`src/sv/cutoff_coulomb_pair_potential_assert.svh`:
```
// Assertion macros shared by the pair potential RTL.
`ifndef CUTOFF_COULOMB_PAIR_POTENTIAL_ASSERT_SVH
`define CUTOFF_COULOMB_PAIR_POTENTIAL_ASSERT_SVH

// Consequent must hold in the same cycle as the antecedent.
`define CCPP_ASSERT_SAME(label, clk, rstn, ante, cons) \
    label: assert property (@(posedge clk) disable iff (!rstn) (ante) |-> (cons)) \
        else $error("cutoff_coulomb_pair_potential: same-cycle check failed");

// Consequent must hold in the cycle after the antecedent.
`define CCPP_ASSERT_NEXT(label, clk, rstn, ante, cons) \
    label: assert property (@(posedge clk) disable iff (!rstn) (ante) |=> (cons)) \
        else $error("cutoff_coulomb_pair_potential: next-cycle check failed");

`endif

```
`src/sv/ccpp_pkg.sv`:
```
`default_nettype none

package ccpp_pkg;

    localparam int FRAC_BITS = 16;
    localparam int IN_W      = 24;
    localparam int OUT_W     = 40;

    // Intermediate magnitudes clamp at 2^41, so they need 42 bits.
    localparam int MAG_W = 42;
    typedef logic [MAG_W-1:0] mag_t;
    localparam mag_t MAG_CLAMP = {1'b1, {(MAG_W-1){1'b0}}};

    // Inverse distance 2^(2*FRAC_BITS) / distance, one quotient bit per stage.
    localparam int QUO_W   = 2 * FRAC_BITS + 1;
    localparam int DIV_LAT = QUO_W;
    localparam int MUL_LAT = 3;
    localparam int EXP_LAT = 3;

    // exp(-x) table on [0,32], Q32 entries.
    localparam int EXP_DEPTH  = 256;
    localparam int EXP_IDX_W  = 8;
    localparam int EXP_SPAN_W = 5;
    localparam int EXP_X_W    = EXP_SPAN_W + FRAC_BITS;
    localparam int EXP_FR_W   = EXP_X_W - EXP_IDX_W;
    localparam int TAB_W      = 33;
    localparam int EX_W       = FRAC_BITS + 1;
    localparam int TAB_FRAC   = 56;

    typedef logic [TAB_W-1:0] exp_tab_t [0:EXP_DEPTH];

    localparam logic [1:0] KIND_EE = 2'd0;
    localparam logic [1:0] KIND_II = 2'd1;
    localparam logic [1:0] KIND_EI = 2'd2;

    localparam logic [2:0] REG_ION_CHARGE  = 3'd0;
    localparam logic [2:0] REG_EI_CAP      = 3'd1;
    localparam logic [2:0] REG_EE_CAP      = 3'd2;
    localparam logic [2:0] REG_EE_CAP_EN   = 3'd3;
    localparam logic [2:0] REG_PAULI_EN    = 3'd4;
    localparam logic [2:0] REG_INV_PAULI_L = 3'd5;

    function automatic logic [63:0] mul_shr_tab(input logic [63:0] a, input logic [63:0] b);
        logic [127:0] p;
        p = {64'd0, a} * {64'd0, b};
        return p[TAB_FRAC +: 64];
    endfunction

    // Taylor series for exp(-step), then repeated products for each point.
    function automatic exp_tab_t exp_tab_build();
        exp_tab_t    tab;
        logic [63:0] one;
        logic [63:0] y;
        logic [63:0] term;
        logic [63:0] sum;
        logic [63:0] cur;
        logic [63:0] rnd;
        one  = 64'd1 << TAB_FRAC;
        y    = (64'd32 << TAB_FRAC) / EXP_DEPTH;
        term = one;
        sum  = one;
        cur  = one;
        rnd  = 64'd1 << 23;
        for (int n = 1; n < 24; n++) begin
            term = mul_shr_tab(term, y) / 64'(n);
            if ((n % 2) == 1) begin
                sum = sum - term;
            end else begin
                sum = sum + term;
            end
        end
        tab[0] = TAB_W'((one + rnd) >> 24);
        for (int i = 1; i <= EXP_DEPTH; i++) begin
            cur    = mul_shr_tab(cur, sum);
            tab[i] = TAB_W'((cur + rnd) >> 24);
        end
        return tab;
    endfunction

    localparam exp_tab_t EXP_TAB = exp_tab_build();

endpackage

`default_nettype wire

```
`src/sv/ccpp_mulq.sv`:
```
`default_nettype none

module ccpp_mulq (
    input  wire logic          aclk,
    input  wire logic          en,
    input  wire ccpp_pkg::mag_t a,
    input  wire ccpp_pkg::mag_t b,
    output ccpp_pkg::mag_t     p
);
    import ccpp_pkg::*;

    localparam int HW = MAG_W / 2;
    localparam int SW = 2 * MAG_W;

    // Four half-width partial products, then the sum, then shift and clamp.
    logic [MAG_W-1:0]      ll_reg, lh_reg, hl_reg, hh_reg;
    logic [SW-1:0]         sum_reg, sum_next;
    logic [SW-FRAC_BITS-1:0] shifted;
    mag_t                  p_reg, p_next;

    always_comb begin
        sum_next = {{MAG_W{1'b0}}, ll_reg}
                 + ({{MAG_W{1'b0}}, lh_reg} << HW)
                 + ({{MAG_W{1'b0}}, hl_reg} << HW)
                 + {hh_reg, {MAG_W{1'b0}}};
        shifted  = sum_reg[SW-1:FRAC_BITS];
        if (shifted > {{(SW-FRAC_BITS-MAG_W){1'b0}}, MAG_CLAMP}) begin
            p_next = MAG_CLAMP;
        end else begin
            p_next = shifted[MAG_W-1:0];
        end
    end

    always_ff @(posedge aclk) begin
        if (en) begin
            ll_reg  <= {{HW{1'b0}}, a[HW-1:0]} * {{HW{1'b0}}, b[HW-1:0]};
            lh_reg  <= {{HW{1'b0}}, a[HW-1:0]} * {{HW{1'b0}}, b[MAG_W-1:HW]};
            hl_reg  <= {{HW{1'b0}}, a[MAG_W-1:HW]} * {{HW{1'b0}}, b[HW-1:0]};
            hh_reg  <= {{HW{1'b0}}, a[MAG_W-1:HW]} * {{HW{1'b0}}, b[MAG_W-1:HW]};
            sum_reg <= sum_next;
            p_reg   <= p_next;
        end
    end

    assign p = p_reg;

endmodule

`default_nettype wire

```
`config.mk`:
```
export PLATFORM = sky130hd
export DESIGN_NAME = ccpp_mulq
export DESIGN_NICKNAME = d
export VERILOG_FILES = /design/src/sv/cutoff_coulomb_pair_potential_assert.svh /design/src/sv/ccpp_pkg.sv /design/src/sv/ccpp_mulq.sv
export SDC_FILE = /design/constraint.sdc
export NUM_CORES = 2
export LEC_CHECK = 0
export ABC_AREA = 1
export BUFFER_PORTS_ARGS = -buffer_cell sky130_fd_sc_hd__buf_2
export CAP_MARGIN = 20
export CORE_MARGIN = 3
export CORE_UTILIZATION = 40
export CTS_BUF_LIST = sky130_fd_sc_hd__clkbuf_4
export DETAILED_ROUTE_END_ITERATION = 12
export GPL_TIMING_DRIVEN = 0
export PLACE_DENSITY_LB_ADDON = 0.1
export RECOVER_POWER = 25
export SYNTH_ARGS = -nofsm -noshare
export SYNTH_HDL_FRONTEND = slang
export SYNTH_SLANG_ARGS = --single-unit
```
`constraint.sdc`:
```
create_clock -name aclk -period 21 [get_ports aclk]
set_input_delay 3.15 -clock aclk [delete_from_list [all_inputs] [get_ports aclk]]
set_output_delay 3.15 -clock aclk [all_outputs]
set_load 0.01 [all_outputs]
```
# After elaboration in Yosys (flattened, before gate mapping)

Index checks and enable logic that the tools add are counted.

Add/subtract/negate cells: 3
$mul: 4
Div/mod/pow operators: 0
Order comparisons: 1
Equal/unequal tests: 0
Shift operators: 0
Muxes and demuxes: 0
Bitwise gates (word level): 0
Reduce and logical (&&, ||, !) cells: 0

Operators by type and width:

| kind                                                                   | number |
|---|---|
| 21-bit by 21-bit multiplier with 42-bit output                         | 4 |
| 65-bit by 84-bit adder with 84-bit output                              | 1 |
| 68-bit by 42-bit > comparator with 1-bit output, second input constant | 1 |
| 64-bit by 63-bit adder with 65-bit output                              | 1 |
| 42-bit by 63-bit adder with 64-bit output                              | 1 |

Register bits: 294
Latch bits: 0
Bits in writable memories: 0
Memory bits (read-only): 0
Input port bits: 86
Output and inout port bits: 42
Word-level logic and storage cells: 14
Memories kept: 0

# Logic depth before layout (Yosys ltp)

Word-level depth: 3
Depth in mapped cells: 30
Gate-level depth less buffers: 28

# Worst setup path after synthesis

OpenSTA, ideal clock, no wires.

Path kind: input port to flip-flop
Start point: input a[30]
End point: register hh_reg[36] (data pin)
Setup time: 259 ps
Data arrival time: 8574 ps
Required time: 20741 ps
Slack: 12167 ps
Cell stages on the path: 29
Buffers on the path: 2
Path through: clkbuf_1 -> clkbuf_1 -> nand2_1 -> inv_1 -> fa_1 -> fa_1 -> inv_1 -> fa_1 -> inv_1 -> fa_1 -> inv_1 -> fa_1 -> inv_1 -> fa_1 -> inv_1 -> fa_1 -> inv_1 -> ha_1 -> nand2_1 -> nand2_1 -> inv_1 -> nor2_1 -> nor2_1 -> nor2_1 -> nor2_1 -> nand2_1 -> nand2_1 -> nand3_1 -> xor2_1

Cells in the longest elaborated chain, start to end: 1

Ends and longest elaborated chain:

| what                                           | RTL line        | text |
|---|---|---|
| from (decl)                                    | ccpp_mulq.sv:6  | `input wire ccpp_pkg::mag_t a,` |
| 21-bit by 21-bit multiplier with 42-bit output | ccpp_mulq.sv:39 | `hh_reg <= {{HW{1'b0}}, a[MAG_W-1:HW]} * {{HW{1'b0}}, b[MAG_W-1:HW]};` |
| to (signal assigned)                           | ccpp_mulq.sv:39 |  |
| to (decl)                                      | ccpp_mulq.sv:16 | `logic [MAG_W-1:0] ll_reg, lh_reg, hl_reg, hh_reg;` |

No other way between the ends.
A chain may end at the register's enable or synchronous reset.

# Worst setup path in the final report

Start point: input b[37]
End point: register lh_reg[39] (data pin)

Cells in the longest elaborated chain, start to end: 1

Ends and longest elaborated chain:

| what                                           | RTL line        | text |
|---|---|---|
| from (decl)                                    | ccpp_mulq.sv:7  | `input wire ccpp_pkg::mag_t b,` |
| 21-bit by 21-bit multiplier with 42-bit output | ccpp_mulq.sv:37 | `lh_reg <= {{HW{1'b0}}, a[HW-1:0]} * {{HW{1'b0}}, b[MAG_W-1:HW]};` |
| to (signal assigned)                           | ccpp_mulq.sv:37 |  |
| to (decl)                                      | ccpp_mulq.sv:16 |  |

No other way between the ends.

==> flow_metrics.env <==
export IMPL_hold_buffers=0
export IMPL_grt_overflow=0
export IMPL_hold_path_class="reg -> reg"
export IMPL_synthTopCellsByArea="fa_1 (39%), inv_1 (15%), nand2_1 (13%), ha_1 (11%), edfxtp_1 (10%)"
export IMPL_rsz0062_at_grt="false"
export IMPL_place_congestion=1.10
export IMPL_setup_tns_ns=0
export IMPL_clk_pin_slew_ns=0.07
export IMPL_htreeDepth=2
export IMPL_drtIter0Drc=6504
export IMPL_die_width_um=440
export IMPL_outcome="complete, but fails checks"
export IMPL_post_cts_setup_buffers=0
export IMPL_grt_max_degree=125
export IMPL_met2_usage_pct=51.5
export IMPL_cts_root_buf="clkbuf_4"
export IMPL_finalMaxSlewViolations=249
export IMPL_worst_path_max_fanout=10
export IMPL_setup_viol=0
export IMPL_cp_end_kind="register"
export IMPL_viasPerCell=5.10
export IMPL_syn_to_final_growth_pct=7.15
export IMPL_grtUsageTotal_pct=34.6
export IMPL_use_met1_pct=46.9
export IMPL_cts_resized=0
export IMPL_final_layout_size_suffix_gt1_share_pct=3.30
export IMPL_arrival_ns=10.80
export IMPL_fp_row_count=158
export IMPL_violations="max-capacitance violations, max-slew violations"
export IMPL_layout_common_cells="inv_1 (2976), nand2_1 (2538), fa_1 (1474), ha_1 (647), clkbuf_1 (412)"
export IMPL_first_pass_iters=8
export IMPL_synthCells=9691
export IMPL_relSlewSlack_pct=-335
export IMPL_synth_distinct_cells=47
export IMPL_fin_skew_ns=0.0711
export IMPL_dieArea_um2=194000
export IMPL_synth_seq_cells=262
export IMPL_synth_avg_cell_area_um2=7.77
export IMPL_crit_type="in -> reg"
export IMPL_start_util_pct=40.4
export IMPL_chipHeight_um=440
export IMPL_clk_insertion_delay_late_ns=0.78
export IMPL_cts_inserted_buffers=53
export IMPL_mostFrequentLayoutCell="inv_1"
export IMPL_synth_nets=11900
export IMPL_grt_pass1_vias=64600
export IMPL_fin_ws_ns=10.69
export IMPL_hold_violations=0
export IMPL_post_synth_top_area_fraction_pct=39.2
export IMPL_cts_tree="done"
export IMPL_ant_nets=0
export IMPL_maxCapViolCount=2
export IMPL_drc_errors=0
export IMPL_clock_path_buffers=3
export IMPL_num_io_pins=128
export IMPL_antenna_found_initial=21
export IMPL_worst_endpoint_required_ns=21.49
export IMPL_fin_crit_ns=10.31
export IMPL_largest_reg_flops=68
export IMPL_dp_hpwl_mm=286
export IMPL_port_buffers=43
export IMPL_grt_pass1_wl_mm=468
export IMPL_max_freq_mhz=97.0
export IMPL_ys_seq_area_share_pct=10.4
export IMPL_use_met3_pct=9.58
export IMPL_fin_crit_sh_pct=49.1
export IMPL_busiest_layer="met2"
export IMPL_ys_warnings_count=0
export IMPL_tightest_slew_ns=6.53
export IMPL_netlist_area_um2=75300
export IMPL_startpoint_type="primary input"
export IMPL_cts_sinks=262
export IMPL_place_ws_ns=10.11
export IMPL_fin_nets=12100
export IMPL_core_area_um2=186000
export IMPL_wl_per_cell_um=26.7
export IMPL_drt_total_wl_mm=331
export IMPL_vias=63200
export IMPL_synth_largest_area_cell="fa_1"
-- routing by layer --
metal  vias to the layer above  routed length (µm)
met5                         -                  75
met3                       589               37700
met4                        12               18900
met1                     31500              135000
met2                      3093              139000
li1                      28000                   -
-- path summary, 6_finish.rpt --
kind	endpoint	cells past startpoint	slack, ns	start
max	lh_reg[39]	21	10.69	b[37]
min	sum_reg[20]	0	0.42	ll_reg[20]
max reg2reg	sum_reg[72]	14	17.22	ll_reg[22]
min reg2reg	sum_reg[20]	0	0.42	ll_reg[20]
-- synth_stat cells (all sizes together) --
cell type,n
o311ai,5
o21a,20
ha,647
buf,8
inv,2985
clkinv,3
xnor2,30
nand2,2574
nor2,394
fa,1474
nor4,22
a21o,18
o21ai,155
nand3b,2
nand4,42
o21bai,14
and3,1
clkbuf,416
a21boi,10
a21oi,279
and2,1
edfxtp,262
nand3,141
xor2,123
o211ai,7
a31oi,1
a211oi,1
nor3,56
-- cell families after synthesis --
| family | Yosys count | synth area share (%) |
|---|---|---|
| xor+xnor | 153 | 1.78 |
| buf+inv | 3412 | 17.0 |
| simple gates | 3233 | 17.1 |
| fa+ha+maj | 2121 | 49.9 |
| flops | 262 | 10.4 |
| compound gates | 510 | 3.75 |
-- worst max-delay path, stage by stage --
cell      delay, ns
clkbuf_1       0.80
clkbuf_1       0.98
nand2_1        0.20
fa_1           0.55
inv_1          0.06
fa_1           0.55
fa_1           0.46
fa_1           0.53
fa_1           0.44
fa_1           0.49
inv_1          0.05
fa_1           0.55
inv_1          0.07
ha_1           0.39
a21oi_1        0.39
o21ai_0        0.23
a21oi_1        0.18
nand3_1        0.16
nand2_1        0.10
nand2_1        0.06
xor2_1         0.38
-- cell type report --
type / count / area [µm²]
Clock inverter: 27 / 121
Fill cell: 19500 / 106000
Multi-Input combinational cell: 6017 / 54600
Clock buffer: 70 / 526
Buffer: 424 / 1610
Timing Repair Buffer: 132 / 1690
Tap cell: 2480 / 3100
Inverter: 2988 / 11200
Sequential cell: 262 / 7870
Antenna cell: 12 / 30.0
-- through the flow --
stage	utilization (%)	instance area [µm²]	hold WS (ns)	cells
3_5_place_dp	43.0	80100	0.410	12300
4_1_cts	43.3	80700	0.425	12400
2_1_floorplan	-	75300	0.400	9691
5_1_grt	43.3	80700	0.442	12400
3_3_place_gp	42.2	78700	0.410	12200
6_report	43.3	80700	0.423	12400
Power is not shown: default switching activity piles up to over one toggle a cycle in this logic, so the estimate is an artifact.
