==> src/sv/cutoff_coulomb_pair_potential_assert.svh <==
// Assertion macros shared by the pair potential RTL.
`ifndef CUTOFF_COULOMB_PAIR_POTENTIAL_ASSERT_SVH
`define CUTOFF_COULOMB_PAIR_POTENTIAL_ASSERT_SVH

// Consequent must hold in the same cycle as the antecedent.
`define CCPP_ASSERT_SAME(label, clk, rstn, ante, cons) \
    label: assert property (@(posedge clk) disable iff (!rstn) (ante) |-> (cons)) \
        else $error("cutoff_coulomb_pair_potential: same-cycle check failed");

// Consequent must hold in the cycle after the antecedent.
`define CCPP_ASSERT_NEXT(label, clk, rstn, ante, cons) \
    label: assert property (@(posedge clk) disable iff (!rstn) (ante) |=> (cons)) \
        else $error("cutoff_coulomb_pair_potential: next-cycle check failed");

`endif

==> src/sv/ccpp_pkg.sv <==
`default_nettype none

package ccpp_pkg;

    localparam int FRAC_BITS = 16;
    localparam int IN_W      = 24;
    localparam int OUT_W     = 40;

    // Intermediate magnitudes clamp at 2^41, so they need 42 bits.
    localparam int MAG_W = 42;
    typedef logic [MAG_W-1:0] mag_t;
    localparam mag_t MAG_CLAMP = {1'b1, {(MAG_W-1){1'b0}}};

    // Inverse distance 2^(2*FRAC_BITS) / distance, one quotient bit per stage.
    localparam int QUO_W   = 2 * FRAC_BITS + 1;
    localparam int DIV_LAT = QUO_W;
    localparam int MUL_LAT = 3;
    localparam int EXP_LAT = 3;

    // exp(-x) table on [0,32], Q32 entries.
    localparam int EXP_DEPTH  = 256;
    localparam int EXP_IDX_W  = 8;
    localparam int EXP_SPAN_W = 5;
    localparam int EXP_X_W    = EXP_SPAN_W + FRAC_BITS;
    localparam int EXP_FR_W   = EXP_X_W - EXP_IDX_W;
    localparam int TAB_W      = 33;
    localparam int EX_W       = FRAC_BITS + 1;
    localparam int TAB_FRAC   = 56;

    typedef logic [TAB_W-1:0] exp_tab_t [0:EXP_DEPTH];

    localparam logic [1:0] KIND_EE = 2'd0;
    localparam logic [1:0] KIND_II = 2'd1;
    localparam logic [1:0] KIND_EI = 2'd2;

    localparam logic [2:0] REG_ION_CHARGE  = 3'd0;
    localparam logic [2:0] REG_EI_CAP      = 3'd1;
    localparam logic [2:0] REG_EE_CAP      = 3'd2;
    localparam logic [2:0] REG_EE_CAP_EN   = 3'd3;
    localparam logic [2:0] REG_PAULI_EN    = 3'd4;
    localparam logic [2:0] REG_INV_PAULI_L = 3'd5;

    function automatic logic [63:0] mul_shr_tab(input logic [63:0] a, input logic [63:0] b);
        logic [127:0] p;
        p = {64'd0, a} * {64'd0, b};
        return p[TAB_FRAC +: 64];
    endfunction

    // Taylor series for exp(-step), then repeated products for each point.
    function automatic exp_tab_t exp_tab_build();
        exp_tab_t    tab;
        logic [63:0] one;
        logic [63:0] y;
        logic [63:0] term;
        logic [63:0] sum;
        logic [63:0] cur;
        logic [63:0] rnd;
        one  = 64'd1 << TAB_FRAC;
        y    = (64'd32 << TAB_FRAC) / EXP_DEPTH;
        term = one;
        sum  = one;
        cur  = one;
        rnd  = 64'd1 << 23;
        for (int n = 1; n < 24; n++) begin
            term = mul_shr_tab(term, y) / 64'(n);
            if ((n % 2) == 1) begin
                sum = sum - term;
            end else begin
                sum = sum + term;
            end
        end
        tab[0] = TAB_W'((one + rnd) >> 24);
        for (int i = 1; i <= EXP_DEPTH; i++) begin
            cur    = mul_shr_tab(cur, sum);
            tab[i] = TAB_W'((cur + rnd) >> 24);
        end
        return tab;
    endfunction

    localparam exp_tab_t EXP_TAB = exp_tab_build();

endpackage

`default_nettype wire

==> src/sv/ccpp_div.sv <==
`default_nettype none

module ccpp_div (
    input  wire logic                        aclk,
    input  wire logic                        en,
    input  wire logic [ccpp_pkg::IN_W-1:0]   divisor,
    output logic      [ccpp_pkg::QUO_W-1:0]  quotient
);
    import ccpp_pkg::*;

    // Restoring division of 2^(QUO_W-1) by the divisor, one bit per stage.
    logic [IN_W-1:0]  rem_reg [0:DIV_LAT-1];
    logic [IN_W-1:0]  dv_reg  [0:DIV_LAT-1];
    logic [QUO_W-1:0] quo_reg [0:DIV_LAT-1];

    for (genvar s = 0; s < DIV_LAT; s++) begin : g_step
        logic [IN_W-1:0]  rin;
        logic [IN_W-1:0]  dvin;
        logic [QUO_W-1:0] qin;
        logic [IN_W:0]    sh;
        logic [IN_W:0]    diff;
        logic             ge;

        if (s == 0) begin : g_first
            assign rin  = '0;
            assign dvin = divisor;
            assign qin  = '0;
            assign sh   = {rin, 1'b1};
        end else begin : g_rest
            assign rin  = rem_reg[s-1];
            assign dvin = dv_reg[s-1];
            assign qin  = quo_reg[s-1];
            assign sh   = {rin, 1'b0};
        end

        assign diff = sh - {1'b0, dvin};
        assign ge   = (sh >= {1'b0, dvin});

        always_ff @(posedge aclk) begin
            if (en) begin
                rem_reg[s] <= ge ? diff[IN_W-1:0] : sh[IN_W-1:0];
                dv_reg[s]  <= dvin;
                quo_reg[s] <= qin | (ge ? (QUO_W'(1) << (QUO_W - 1 - s)) : '0);
            end
        end
    end

    assign quotient = quo_reg[DIV_LAT-1];

endmodule

`default_nettype wire

==> config.mk <==
export PLATFORM = sky130hd
export DESIGN_NAME = ccpp_div
export DESIGN_NICKNAME = d
export VERILOG_FILES = /design/src/sv/cutoff_coulomb_pair_potential_assert.svh /design/src/sv/ccpp_pkg.sv /design/src/sv/ccpp_div.sv
export SDC_FILE = /design/constraint.sdc
export NUM_CORES = 2
export LEC_CHECK = 0
export ABC_AREA = 0
export BUFFER_PORTS_ARGS = -buffer_cell sky130_fd_sc_hd__buf_2
export CORE_MARGIN = 4
export CORE_UTILIZATION = 45
export DETAILED_ROUTE_END_ITERATION = 12
export PLACE_DENSITY = 0.7
export SYNTH_ARGS = -nofsm -noshare
export SYNTH_HDL_FRONTEND = slang
export SYNTH_SLANG_ARGS = --single-unit
==> constraint.sdc <==
create_clock -name aclk -period 3.2 [get_ports aclk]
set_input_delay 0.16 -clock aclk [delete_from_list [all_inputs] [get_ports aclk]]
set_output_delay 0.16 -clock aclk [all_outputs]
set_load 0.005 [all_outputs]
; ---- Word-level counts from Yosys, hierarchy flattened
; Memory sizes are Yosys's and may differ from the RTL's.
; Cells that the tools add are included.
[word_totals]
regBits = 0
latch_bits = 0
mem_bits_rw = 2673
romBits = 0
input_bits = 26
out_inout_bits = 33
wordCells = 169
mem_count = 3
[mem_list]
columns = memory, depth, width, read_ports, rd_clocked_by_memory_dff, wr, line_no
row1 = quo_reg, 33, 33, 33, 0, 33, ccpp_div.sv:14  ; logic [QUO_W-1:0] quo_reg [0:DIV_LAT-1];
row2 = dv_reg, 33, 24, 32, 0, 33, ccpp_div.sv:13  ; logic [IN_W-1:0] dv_reg [0:DIV_LAT-1];
row3 = rem_reg, 33, 24, 32, 0, 33, ccpp_div.sv:12  ; logic [IN_W-1:0] rem_reg [0:DIV_LAT-1];
[op_classes]
add_sub_neg = 33
n_mul = 0
div_mod_pow = 0
n_lt_le_gt_ge = 33
eq_ne = 0
n_shift = 0
mux = 68
n_bitwise = 32
n_reduce_logical = 0
[ops]
columns = cell, n
row1 = 24-bit 2-to-1 mux, 34
row2 = 25-bit by 24-bit greater-or-equal comparator with 1-bit output, 32
row3 = 24-bit subtractor, 32
row4 = 33-bit 2-to-1 mux, 1
row5 = 33-bit by 1-bit OR with 33-bit output, 1
row6 = 33-bit by 10-bit OR with 33-bit output, 1
row7 = 33-bit by 11-bit OR with 33-bit output, 1
row8 = 33-bit by 12-bit OR with 33-bit output, 1
row9 = 33-bit by 13-bit OR with 33-bit output, 1
row10 = 33-bit by 14-bit OR with 33-bit output, 1
row11 = 33-bit by 15-bit OR with 33-bit output, 1
row12 = 33-bit by 16-bit OR with 33-bit output, 1
row13 = 33-bit by 17-bit OR with 33-bit output, 1
row14 = 33-bit by 18-bit OR with 33-bit output, 1
row15 = 33-bit by 19-bit OR with 33-bit output, 1
row16 = 33-bit by 2-bit OR with 33-bit output, 1
row17 = 33-bit by 20-bit OR with 33-bit output, 1
row18 = 33-bit by 21-bit OR with 33-bit output, 1
row19 = 33-bit by 22-bit OR with 33-bit output, 1
row20 = 33-bit by 23-bit OR with 33-bit output, 1
row21 = 33-bit by 24-bit OR with 33-bit output, 1
row22 = 33-bit by 25-bit OR with 33-bit output, 1
row23 = 33-bit by 26-bit OR with 33-bit output, 1
row24 = 33-bit by 27-bit OR with 33-bit output, 1
row25 = 45 further kinds, 47

; ---- Depth between registers and ports, before layout
; An unclocked memory read counts as a cell.
[depth]
ltp_word = 4
ltp_mapped = 14
ltp_nobuf = 12

; ---- Worst setup path after synthesis
; OpenSTA, ideal clock, no wires.
[synth_timing]
kind = register -> register
from = mem dv_reg[27][1], in the netlist dv_reg[0][649]
to = mem rem_reg[28][6], in the netlist rem_reg[0][678] (data pin)
setup_ns = 0.260
t_arrival_ns = 3.150
required_ns = 2.940
setup_slack_ns = -0.210
stages_incl_launch_ff = 13
n_path_buf = 1
period_less_slack_ns = 3.410
path_cell_list = edfxtp_1 -> inv_1 -> ha_1 -> nor2b_1 -> o31a_1 -> o31a_1 -> o22ai_4 -> o21ai_2 -> a221oi_4 -> a21oi_2 -> a2111oi_4 -> buf_6 -> mux2_4
[synth_rtl]
columns = element, line_no
row1 = "start, declared", ccpp_div.sv:13
row2 = "end, declared", ccpp_div.sv:12

==> flow_results.xml <==
<?xml version="1.0" encoding="UTF-8"?>
<metrics>
  <group name="outcome">
    <metric name="outcome" unit="">complete, but fails checks</metric>
    <metric name="violations" unit="">setup timing</metric>
  </group>
  <group name="cts">
    <metric name="cts_buffers" unit="">220</metric>
    <metric name="clockBufferDepth" unit="">3</metric>
    <metric name="insertion_delay" unit="ns">0.87</metric>
    <metric name="h-tree-depth" unit="">4</metric>
    <metric name="root_buffer" unit="">clkbuf_16</metric>
    <metric name="number_of_clock_sinks" unit="">2097</metric>
    <metric name="tritoncts" unit="">built</metric>
    <metric name="clk_pin_slew_worst_paths" unit="ns">0.06</metric>
  </group>
  <group name="floorplanning">
    <metric name="fp.dieArea" unit="sq um">256600</metric>
    <metric name="core" unit="sq um">246600</metric>
    <metric name="num_io_pins" unit="">59</metric>
    <metric name="horizontal_extent_of_the_die" unit="microns">506.5</metric>
    <metric name="rows" unit="">182</metric>
    <metric name="start_util" unit="%">45.35</metric>
    <metric name="fp.dieH" unit="microns">506.5</metric>
  </group>
  <group name="synth">
    <metric name="cell_taking_the_most_area_after_synthesis" unit="">edfxtp_1</metric>
    <metric name="netlist_instances" unit="">9254</metric>
    <metric name="synth_enable_flop_cells" unit="">2097</metric>
    <metric name="synth_top_cells_by_count" unit="">2097 x edfxtp_1, 966 x inv_1, 768 x ha_1</metric>
    <metric name="synth_sequential_area_ratio" unit="%">56.31</metric>
    <metric name="ys.flop_type" unit="">edfxtp_1</metric>
    <metric name="synth-warning-count" unit="">0</metric>
    <metric name="post-synth-top-count-cell" unit="">edfxtp_1</metric>
    <metric name="dominant_cells_by_area_after_synthesis" unit="">edfxtp_1 56%, ha_1 8.6%, mux2_2 4.3%, inv_1 3.2%, a21oi_1 3.2%</metric>
    <metric name="number_of_library_cell_types_mapped_by_synthesis" unit="">97</metric>
    <metric name="mapped_cell_area" unit="sq um">111800</metric>
    <metric name="yosysTopAreaCellShare" unit="%">56.31</metric>
    <metric name="synth.net_count" unit="">10080</metric>
    <metric name="synth.ff_latch_count" unit="">2097</metric>
    <metric name="synth.avg_cell_area" unit="sq um">12.09</metric>
    <metric name="proportion_of_register_bits_with_asynchronous_set_or_reset_after_synthesis" unit="%">0</metric>
  </group>
  <group name="layout">
    <metric name="area_added_between_synthesis_and_finish" unit="%">18.88</metric>
    <metric name="final_cell_count_no_fill" unit="">13710</metric>
    <metric name="drive_gt1_share" unit="%">19.24</metric>
    <metric name="fin_nets" unit="">11040</metric>
  </group>
  <group name="detailed_routing">
    <metric name="drt_pass1_iterations" unit="">6</metric>
    <metric name="via_per_inst" unit="">5.472</metric>
    <metric name="drt_iter0_drc" unit="">5570</metric>
    <metric name="routed_wire_length_per_instance" unit="microns">19.56</metric>
    <metric name="drt_wl_total" unit="mm">268.3</metric>
    <metric name="route.vias.total" unit="">75050</metric>
    <metric name="route.antenna.remaining_nets" unit="">0</metric>
    <metric name="drt_drc_violations_left" unit="">0</metric>
  </group>
  <group name="hold_path">
    <metric name="hold_path.class" unit="">in -&gt; reg</metric>
  </group>
  <group name="grt">
    <metric name="grt_remaining_overflow" unit="">0</metric>
    <metric name="grt_first_pass_wirelength" unit="mm">409.3</metric>
    <metric name="antenna_violations_before_repair" unit="">2</metric>
    <metric name="gr-usage-all-layers" unit="%">19.91</metric>
    <metric name="number_of_global_route_vias_before_repair" unit="">74480</metric>
    <metric name="pin_count_of_the_biggest_net_entering_global_routing" unit="">129</metric>
  </group>
  <group name="run">
    <metric name="maxCapViolCount" unit="">0</metric>
  </group>
  <group name="placement">
    <metric name="detailedPlacementHpwl" unit="mm">195.6</metric>
    <metric name="place.port_buffers" unit="">58</metric>
    <metric name="numPlacedInstances" unit="">13090</metric>
    <metric name="place_congestion" unit="">0.9523</metric>
  </group>
  <group name="critical_path">
    <metric name="criticalPathCategory" unit="">reg -&gt; reg</metric>
    <metric name="critPathLaunchType" unit="">flop</metric>
    <metric name="path_max_fanout" unit="">5</metric>
    <metric name="setup.worst_path.end_class" unit="">flop</metric>
    <metric name="timing.critical_path.required" unit="ns">3.81</metric>
    <metric name="critPathArrivalTime" unit="ns">3.99</metric>
  </group>
  <group name="timing">
    <metric name="worst_slew_pin_slew" unit="ns">0.7906</metric>
    <metric name="grt_setup_unrepaired" unit="">true</metric>
    <metric name="post-route-worst-setup-slack" unit="ns">-0.1774</metric>
    <metric name="timing_max_transition_violations_final" unit="">0</metric>
    <metric name="worst_slew_margin_rel" unit="%">46.80</metric>
    <metric name="finalHoldViolCount" unit="">0</metric>
    <metric name="fin_crit" unit="ns">3.377</metric>
    <metric name="number_of_setup_violations_in_the_final_report" unit="">89</metric>
    <metric name="fin_skew" unit="ns">0.05770</metric>
    <metric name="fmax" unit="MHz">296.1</metric>
    <metric name="final.hold.worst_slack" unit="ns">0.1152</metric>
    <metric name="final.period_utilization" unit="%">105.5</metric>
  </group>
  <group name="power">
    <metric name="vdd_ir_drop_max" unit="V">0.0006293</metric>
    <metric name="leakage" unit="nW">54.49</metric>
    <metric name="power.density" unit="nW/um^2">1052</metric>
  </group>
</metrics>
## worst max-delay path, stage by stage (launching register included)
cell       delay, ns
edfxtp_1        0.44
ha_4            0.27
nor2b_4         0.12
o31a_1          0.27
o31a_1          0.31
o22ai_4         0.21
o21ai_4         0.11
a221oi_4        0.27
a21oi_2         0.11
a2111oi_4       0.32
buf_4           0.23
clkbuf_16       0.16
mux2_4          0.29
## path summary, 6_finish.rpt
| check | start | endpoint | slack (ns) | cells past startpoint |
|---|---|---|---|---|
| worst max-delay path | rem_reg[0][648]$_SDFFCE_PN0P_ | rem_reg[0][680]$_DFFE_PP_ | -0.18 | 12 |
| worst min-delay path | divisor[15] | dv_reg[0][15]$_DFFE_PP_ | 0.12 | 2 |
| worst max register to register | rem_reg[0][648]$_SDFFCE_PN0P_ | rem_reg[0][680]$_DFFE_PP_ | -0.18 | 12 |
| worst min register to register | quo_reg[0][256]$_DFFE_PP_ | quo_reg[0][289]$_DFFE_PP_ | 0.39 | 0 |
## routing by layer
metal / up-vias / track usage (%) / share of wire, %
met5: - / 0 / 0
met4: 0 / 8.999 / 4.9
met3: 625 / 2.365 / 4.2
met2: 1996 / 34.56 / 49
met1: 36310 / 24.97 / 41
li1: 36120 / - / -
## placed cells by master (no fill, tap or decap), drive strengths merged, types with 22 or more instances in the layout
cell type	count
a2111oi	22
nor3	103
fa	31
a31oi	82
o21a	92
nor2b	112
a21boi	30
o211ai	31
a211oi	76
dlygate4sd3	46
o21ai	449
inv	976
mux2	460
xor2	215
nand2b	99
o22ai	24
a221oi	27
a21oi	712
ha	768
clkinv	118
and2	53
mux2i	30
a211o	31
nor4	34
o31ai	42
edfxtp	2097
nor2	505
a21o	369
or3	26
clkbuf	273
o21bai	71
xnor2	391
nand2	468
nand3	166
nand4	112
and3	72
buf	883
## power by group
part | switching (W) | leakage [nW] | internal (W)
registers | 0.00485 | 20.5 | 0.0403
logic | 0.0346 | 30.5 | 0.0351
clock network | 0.0108 | 3.45 | 0.0142
## cells by family (layout without fill, tap and decap cells)
group / Yosys count / in the layout / synth area share, %
compound gates: 2244 / 2244 / 12.83
flops: 2097 / 2097 / 56.31
simple gates: 1839 / 1839 / 7.950
buf+inv: 1179 / 2325 / 4.026
fa+ha+maj: 799 / 799 / 9.147
xor+xnor: 606 / 606 / 4.746
mux: 490 / 490 / 4.994
other cells: 0 / 2 / 0
## per-stage QoR
stage	cell area, sq um	worst slack (ns)	TNS [ns]	util [%]	power [W]
after CTS	129900	-0.1183	-2.839	52.67	0.1347
after floorplan	111900	-0.02272	-0.3040	-	0.08721
final	133000	-0.1774	-6.535	53.91	0.1399
after global placement	121300	-0.1458	-14.80	49.20	0.1058
after detailed placement	121300	-0.2800	-33.34	49.20	0.1071
after global routing	132900	-0.2469	-18.13	53.91	0.1484
## area by class of cell
class	instances	area, sq um
clock buffers	254	5654
clock inverters	156	1479
inverters	967	3630
well taps	3312	4144
flip-flops and latches	2097	62970
fillers	20280	113700
diodes	2	5.005
repair buffers	948	8402
multi-input cells	5978	46670
## repair_timing
action,CTS,global route
cloned,6,23
pin swaps,38,142
hold buffers,46,0
buffers inserted,38,104
gates resized for setup,91,415
hold endpoints to repair,175,0
setup endpoints to repair,444,595
Note: power is estimated with default switching activity, not from simulation.
